$ cat src/rtl/core/fuls_pkg.sv
// shared constants and types of the first unique letter stream block
`default_nettype none

package fuls_pkg;

	localparam int LETTER_W          = 5;
	localparam int ALPHABET_SIZE_DEF = 26;

	typedef enum logic [1:0] {
		ST_IDLE,
		ST_READ,
		ST_CHECK
	} state_t;

	// controller to datapath
	typedef struct packed {
		logic accept;
		logic pop;
		logic load_out;
	} cmd_t;

	// datapath to controller
	typedef struct packed {
		logic queue_empty;
		logic head_dup;
		logic out_free;
	} sts_t;

endpackage

`default_nettype wire

$ cat src/rtl/core/fuls_ctrl.sv
// controller state machine: accept, read queue head, drop repeated heads, load result
`default_nettype none

module fuls_ctrl (
	input  wire logic          clk,
	input  wire logic          arst_n,
	input  wire logic          req_valid,
	output logic               req_stall,
	input  fuls_pkg::sts_t     sts,
	output fuls_pkg::cmd_t     cmd
);
	import fuls_pkg::*;

	state_t state_q;
	state_t state_nx;

	always_ff @(posedge clk or negedge arst_n) begin
		if (!arst_n) begin
			state_q <= ST_IDLE;
		end else begin
			state_q <= state_nx;
		end
	end

	always_comb begin
		state_nx     = state_q;
		cmd          = '0;
		req_stall    = 1'b1;
		case (state_q)
			ST_IDLE: begin
				req_stall = 1'b0;
				if (req_valid) begin
					cmd.accept = 1'b1;
					state_nx   = ST_READ;
				end
			end
			ST_READ: begin
				state_nx = ST_CHECK;
			end
			ST_CHECK: begin
				if (!sts.queue_empty && sts.head_dup) begin
					cmd.pop  = 1'b1;
					state_nx = ST_READ;
				end else if (sts.out_free) begin
					cmd.load_out = 1'b1;
					state_nx     = ST_IDLE;
				end
			end
			default: begin
				state_nx = ST_IDLE;
			end
		endcase
	end

endmodule

`default_nettype wire

$ cat src/rtl/core/fuls_dp.sv
// datapath: letter flags, first-seen order queue, ring pointers and result register
`default_nettype none

module fuls_dp #(
	parameter int ALPHABET_SIZE = fuls_pkg::ALPHABET_SIZE_DEF
) (
	input  wire logic                          clk,
	input  wire logic                          arst_n,
	input  fuls_pkg::cmd_t                     cmd,
	output fuls_pkg::sts_t                     sts,
	input  wire logic [fuls_pkg::LETTER_W-1:0] letter,
	input  wire logic                          first_of_string,
	output logic                               rsp_valid,
	input  wire logic                          rsp_stall,
	output logic                               found,
	output logic [fuls_pkg::LETTER_W-1:0]      unique_letter
);
	import fuls_pkg::*;

	localparam int IW = $clog2(ALPHABET_SIZE);
	localparam int FW = $clog2(ALPHABET_SIZE + 1);

	// seen_q: count >= 1, dup_q: count >= 2
	logic [ALPHABET_SIZE-1:0] seen_q;
	logic [ALPHABET_SIZE-1:0] dup_q;
	logic [ALPHABET_SIZE-1:0] seen_base;
	logic [ALPHABET_SIZE-1:0] dup_base;
	logic [ALPHABET_SIZE-1:0] seen_nx;
	logic [ALPHABET_SIZE-1:0] dup_nx;

	logic [LETTER_W-1:0] queue_mem [ALPHABET_SIZE];
	logic [LETTER_W-1:0] head_rd_q;

	logic [IW-1:0] head_q;
	logic [IW-1:0] tail_q;
	logic [FW-1:0] fill_q;
	logic [IW-1:0] head_base;
	logic [IW-1:0] tail_base;
	logic [FW-1:0] fill_base;

	logic          in_range;
	logic [IW-1:0] idx;
	logic          push;
	logic          rsp_valid_q;
	logic          found_q;
	logic [LETTER_W-1:0] unique_q;

	function automatic logic [IW-1:0] ring_next(input logic [IW-1:0] pos);
		ring_next = (pos == IW'(ALPHABET_SIZE - 1)) ? '0 : pos + IW'(1);
	endfunction

	always_comb begin
		seen_base = first_of_string ? '0 : seen_q;
		dup_base  = first_of_string ? '0 : dup_q;
		head_base = first_of_string ? '0 : head_q;
		tail_base = first_of_string ? '0 : tail_q;
		fill_base = first_of_string ? '0 : fill_q;
		in_range  = {1'b0, letter} < (LETTER_W + 1)'(ALPHABET_SIZE);
		idx       = letter[IW-1:0];
		push      = in_range && !seen_base[idx] && (fill_base < FW'(ALPHABET_SIZE));
		seen_nx   = seen_base;
		dup_nx    = dup_base;
		if (in_range) begin
			if (seen_base[idx]) begin
				dup_nx[idx] = 1'b1;
			end
			seen_nx[idx] = 1'b1;
		end
	end

	always_ff @(posedge clk or negedge arst_n) begin
		if (!arst_n) begin
			seen_q <= '0;
			dup_q  <= '0;
			head_q <= '0;
			tail_q <= '0;
			fill_q <= '0;
		end else if (cmd.accept) begin
			seen_q <= seen_nx;
			dup_q  <= dup_nx;
			head_q <= head_base;
			tail_q <= push ? ring_next(tail_base) : tail_base;
			fill_q <= push ? fill_base + FW'(1) : fill_base;
		end else if (cmd.pop) begin
			head_q <= ring_next(head_q);
			fill_q <= fill_q - FW'(1);
		end
	end

	// order queue, one write port at the tail, one registered read at the head
	always_ff @(posedge clk) begin
		if (cmd.accept && push) begin
			queue_mem[tail_base] <= letter;
		end
		head_rd_q <= queue_mem[head_q];
	end

	assign sts.queue_empty = (fill_q == '0);
	assign sts.head_dup    = dup_q[head_rd_q[IW-1:0]];
	assign sts.out_free    = !rsp_valid_q || !rsp_stall;

	always_ff @(posedge clk or negedge arst_n) begin
		if (!arst_n) begin
			rsp_valid_q <= 1'b0;
		end else if (cmd.load_out) begin
			rsp_valid_q <= 1'b1;
		end else if (!rsp_stall) begin
			rsp_valid_q <= 1'b0;
		end
	end

	always_ff @(posedge clk) begin
		if (cmd.load_out) begin
			found_q  <= (fill_q != '0);
			unique_q <= (fill_q != '0) ? head_rd_q : '0;
		end
	end

	assign rsp_valid     = rsp_valid_q;
	assign found         = found_q;
	assign unique_letter = unique_q;

endmodule

`default_nettype wire

$ cat src/rtl/core/first_unique_letter_stream.sv
// top level of the first unique letter stream block
//
//  channel   signals                          direction  transfer when
//  req       req_valid req_stall letter        in         req_valid && !req_stall
//            first_of_string
//  rsp       rsp_valid rsp_stall found         out        rsp_valid && !rsp_stall
//            unique_letter
//
// one letter is taken at a time: it passes the idle, read and check states of the
// controller, and each repeated letter dropped from the head of the order queue adds
// another read and check; that loop is set by the registered read port of the queue
// memory
// each queued letter is pushed by its own item and dropped at most once
// arst_n clears the letter flags, pointers and fill count; queue entries are not cleared
// a stalled rsp only holds the block when a new result is ready and the old one waits
`default_nettype none

module first_unique_letter_stream #(
	parameter int ALPHABET_SIZE = fuls_pkg::ALPHABET_SIZE_DEF
) (
	input  wire logic                          clk,
	input  wire logic                          arst_n,
	input  wire logic                          req_valid,
	output logic                               req_stall,
	input  wire logic [fuls_pkg::LETTER_W-1:0] letter,
	input  wire logic                          first_of_string,
	output logic                               rsp_valid,
	input  wire logic                          rsp_stall,
	output logic                               found,
	output logic [fuls_pkg::LETTER_W-1:0]      unique_letter
);
	import fuls_pkg::*;

	cmd_t cmd;
	sts_t sts;

	// sequencing of accept, head read and head drop
	fuls_ctrl u_ctrl (
		.clk       (clk),
		.arst_n    (arst_n),
		.req_valid (req_valid),
		.req_stall (req_stall),
		.sts       (sts),
		.cmd       (cmd)
	);

	// letter flags, order queue and result register
	fuls_dp #(
		.ALPHABET_SIZE (ALPHABET_SIZE)
	) u_dp (
		.clk             (clk),
		.arst_n          (arst_n),
		.cmd             (cmd),
		.sts             (sts),
		.letter          (letter),
		.first_of_string (first_of_string),
		.rsp_valid       (rsp_valid),
		.rsp_stall       (rsp_stall),
		.found           (found),
		.unique_letter   (unique_letter)
	);

	// a letter is taken only on a req transfer
	a_accept_on_transfer: assert property (@(posedge clk) disable iff (!arst_n)
		cmd.accept |-> (req_valid && !req_stall))
		else $error("letter taken without a req transfer");

	// the head is only dropped from a non-empty queue
	a_pop_nonempty: assert property (@(posedge clk) disable iff (!arst_n)
		cmd.pop |-> !sts.queue_empty)
		else $error("head dropped from an empty queue");

	// a new result never overwrites one that is still waiting
	a_load_free: assert property (@(posedge clk) disable iff (!arst_n)
		cmd.load_out |-> sts.out_free)
		else $error("result loaded over a waiting result");

	// rsp_valid only rises after a result load
	a_rsp_from_load: assert property (@(posedge clk) disable iff (!arst_n)
		$rose(rsp_valid) |-> $past(cmd.load_out))
		else $error("rsp_valid rose without a result load");

endmodule

`default_nettype wire

$ cat config.mk
export PLATFORM = sky130hd
export DESIGN_NAME = first_unique_letter_stream
export DESIGN_NICKNAME = d
export VERILOG_FILES = /design/src/rtl/core/fuls_pkg.sv /design/src/rtl/core/fuls_ctrl.sv /design/src/rtl/core/fuls_dp.sv /design/src/rtl/core/first_unique_letter_stream.sv
export SDC_FILE = /design/constraint.sdc
export NUM_CORES = 1
export LEC_CHECK = 0
export CORE_AREA = 2 2 180 182
export CTS_BUF_LIST = sky130_fd_sc_hd__clkbuf_8
export CTS_CLUSTER_SIZE = 14
export DETAILED_ROUTE_END_ITERATION = 16
export DIE_AREA = 0 0 182 184
export DONT_BUFFER_PORTS = 1
export GPL_TIMING_DRIVEN = 0
export SYNTH_ARGS = -nofsm -noshare
export SYNTH_HDL_FRONTEND = slang
export SYNTH_HIERARCHICAL = 1
export SYNTH_SLANG_ARGS = --single-unit
$ cat constraint.sdc
create_clock -name clk -period 8.4 [get_ports clk]
set_input_delay 0.42 -clock clk [delete_from_list [all_inputs] [get_ports clk]]
set_output_delay 0.42 -clock clk [all_outputs]
set_load 0.03 [all_outputs]
==> results.toml <==
[synth]
synth_edf_count = 136
yosysTopAreaCell = "edfxtp_1"
ys_warn_count = 6
async_flop_share = 0.3318
synth_top_area_share = 0.4389
ys_seq_elements = 211
syn-num-nets = 664
ys_types = 63
ys.flop_type = "edfxtp_1"
synth_cells = 646
ys_seq_area_frac = 0.6380
synth_top_cells_by_area = "edfxtp_1, dfrtp_1, mux4_2"
postSynthAreaPerCell_um2 = 14.40
synthesis.area_um2 = 9304

[drt]
first_iter_violations = 452
drtPass1Iterations = 5
vias = 5660
routed_wl_mm = 21.24
ant_nets = 0
vias_per_cell = 5.076
wire_per_inst_um = 19.04
drc = 0

[worst_setup_path]
arrival_ps = 3830
cp_max_fo = 8
crit_buf_inv = 1
cpMaxStageDelayCell = "clkbuf_1"
crit_chain = "clkbuf_1, mux2i_1, or3_1, a21oi_1, a31oi_1, a21oi_1, nor3b_2, nor2b_1, nand2_1, a31oi_1, o21ai_0, o21ai_0"
cp.required_ps = 8820
max_stage_delay_ps = 500
crit_type = "register to register"
crit_path_start = "u_dp/head_rd_q[0]"
timing.rr.start = "u_dp/head_rd_q[0]"
endpoint_kind = "register"
path_depth = 12
crit_path_start_kind = "register"
r2r_slack_ps = 4990
r2r_cells = 12
crit_family = "simple AND/OR/NAND/NOR gates"

[clocking]
cts_tree = "yes"
cts_buffer_depth = 3
cts.htree.levels = 2
cts.sinks = 211
insertion_delay_ps = 530
cts_root_buf = "clkbuf_8"
clk_pin_slew_ps = 70
cts_inserted_buffers = 34
cts.repair.resized = 0

[sta]
finalHoldViolCount = 0
slew_violations = 0
min_period_over_period = 0.4054
clock.fmax_mhz = 293.6
clock_skew_ps = 25.76
fin_ws_ps = 4994
rsz0062_at_grt = "no"
whs_ps = 63.97
relSlewSlack = 0.1078
fin_crit_ps = 3406
setup_viol = 0
tns_ps = 0
worst_pin_slew_ps = 1320

[grt]
grt_overflow = 0
grt_use_total = 0.1310
grt_max_degree = 71
grt_pass1_wl_mm = 33.73
antenna_found_initial = 0
first_global_vias = 5771

[placed_design]
placed_area_um2 = 9807
dp_slack_ps = 4898
dp_hpwl_mm = 13.79
portBuffers = 0
routabilityCongestion = 0.8141
placed_cells = 1048

[cells_and_area]
final_cells = 1115
nets = 708
n_antenna_cell = 0
drive_above_1_share = 0.1711
area_delta_synth_final_pct = 13.39
fill_cells = 3069
stdcell_area_um2 = 10550

[floorplan]
rows = 65
initial_core_util = 0.2964
die_y_um = 184
top_level_ports = 18
die_w_um = 182
dieArea_um2 = 33490
core_um2 = 31390

[worst_hold_path]
worstHoldStart = "req_valid"
hold_depth = 2
worstHoldPathType = "input port to register"

[pwr]
ir_drop_mv = 0.1094
p_per_area_nw_per_um2 = 253.9
power_leakage_nw = 3.765

[status]
status = "completed"

[job]
maxCapViolCount = 0
layout by cell type, fill, tap and decap left out, drive strengths merged, types with 7 or more instances in the layout:
cell	Yosys	final
clkbuf	21	61
nor2b	20	20
nand2b	19	19
edfxtp	136	136
nand2	56	56
dfrtp	70	70
inv	11	24
a22o	14	14
buf	20	21
o21ai	49	49
mux4	43	43
a211oi	7	7
mux2i	20	20
and3	20	20
nor2	25	25
nor3	14	14
nand3	12	12
a21oi	10	10
ha	8	8
power by group:
part | internal, mW | switching (mW)
Clock | 0.456 | 0.394
Sequential | 1.20 | 0.0784
Combinational | 0.225 | 0.325
state kept, by name, indices dropped and copies added (netlist names):
register,cells
u_dp/head_q,5
u_dp/dup_q,26
u_dp/queue_mem,130
u_dp/found,1
u_dp/fill_q,5
u_dp/rsp_valid,1
u_dp/unique_letter,5
u_ctrl/state_q,2
u_dp/seen_q,26
u_dp/tail_q,5
u_dp/head_rd_q,5
final cells by class:
cell class | count | area (um2) | share of cell area
Buffer | 41 | 185.2 | 0.01755
Tap cell | 402 | 503.0 | 0.04768
Clock buffer | 39 | 536.8 | 0.05088
Timing Repair Buffer | 8 | 92.59 | 0.008776
Multi-Input combinational cell | 383 | 3142 | 0.2978
Sequential cell | 211 | 5936 | 0.5626
Inverter | 11 | 41.29 | 0.003914
Clock inverter | 20 | 113.9 | 0.01079
cell usage after synthesis, drive strengths merged, types with 6 or more instances:
| cell type | instances |
|---|---|
| edfxtp | 136 |
| dfrtp | 70 |
| nand2 | 56 |
| o21ai | 49 |
| mux4 | 43 |
| nor2 | 25 |
| clkbuf | 21 |
| and3 | 20 |
| buf | 20 |
| mux2i | 20 |
| nor2b | 20 |
| nand2b | 19 |
| a22o | 14 |
| nor3 | 14 |
| nand3 | 12 |
| inv | 11 |
| a21oi | 10 |
| ha | 8 |
| a211oi | 7 |
| a31oi | 6 |
| o41ai | 6 |
path summary, 6_finish.rpt:
check	endpoint
min	u_ctrl/state_q[0]
max reg2reg	u_dp/head_q[3]
min in group asynchronous	u_ctrl/state_q[1]
max in group asynchronous	u_dp/seen_q[16]
max	u_dp/head_q[3]
min reg2reg	u_dp/dup_q[18]
repair_timing:
item | 4_1_cts | 5_1_grt
endpoints found under the hold margin | 200 | 0
setup endpoints to repair | 0 | 0
hold buffers | 7 | 0
setup buffers | 0 | 0
cells by family (layout without fill, tap and decap cells):
family                   Yosys count  in the layout  share of synthesized area
AO/OA/AOI/OAI                    115            115                    0.08392
flip-flops                       211            211                     0.6380
buffers and inverters             52            119                    0.02434
adder cells (fa/ha/maj)            8              8                    0.01076
AND/OR/NAND/NOR                  190            190                     0.1095
multiplexers                      68             68                     0.1317
XOR/XNOR                           2              2                   0.001883
layer usage:
metal  track usage  part of all wire  vias up
met5             0                 0        -
met4       0.04226             0.018        0
met3       0.01981             0.039       29
met2        0.2282              0.51      145
met1        0.1681              0.43     2914
li1              -                 -     2572
metrics by stage:
step / util / total power, mW
final: 0.3361 / 2.679
after global routing: 0.3361 / 2.819
after CTS: 0.3359 / 2.705
after detailed placement: 0.3124 / 1.831
after global placement: 0.3124 / 1.825
after floorplan: - / 1.683
worst register-to-register path: stages (launching register included):
cell      delay (ps)
dfxtp_1          310
clkbuf_1         500
mux2i_1          180
or3_1            330
a21oi_1          170
a31oi_1           60
a21oi_1          210
nor3b_2          500
nor2b_1          450
nand2_1          200
a31oi_1          190
o21ai_0           80
o21ai_0          140
(Power assumes the default switching activity.)
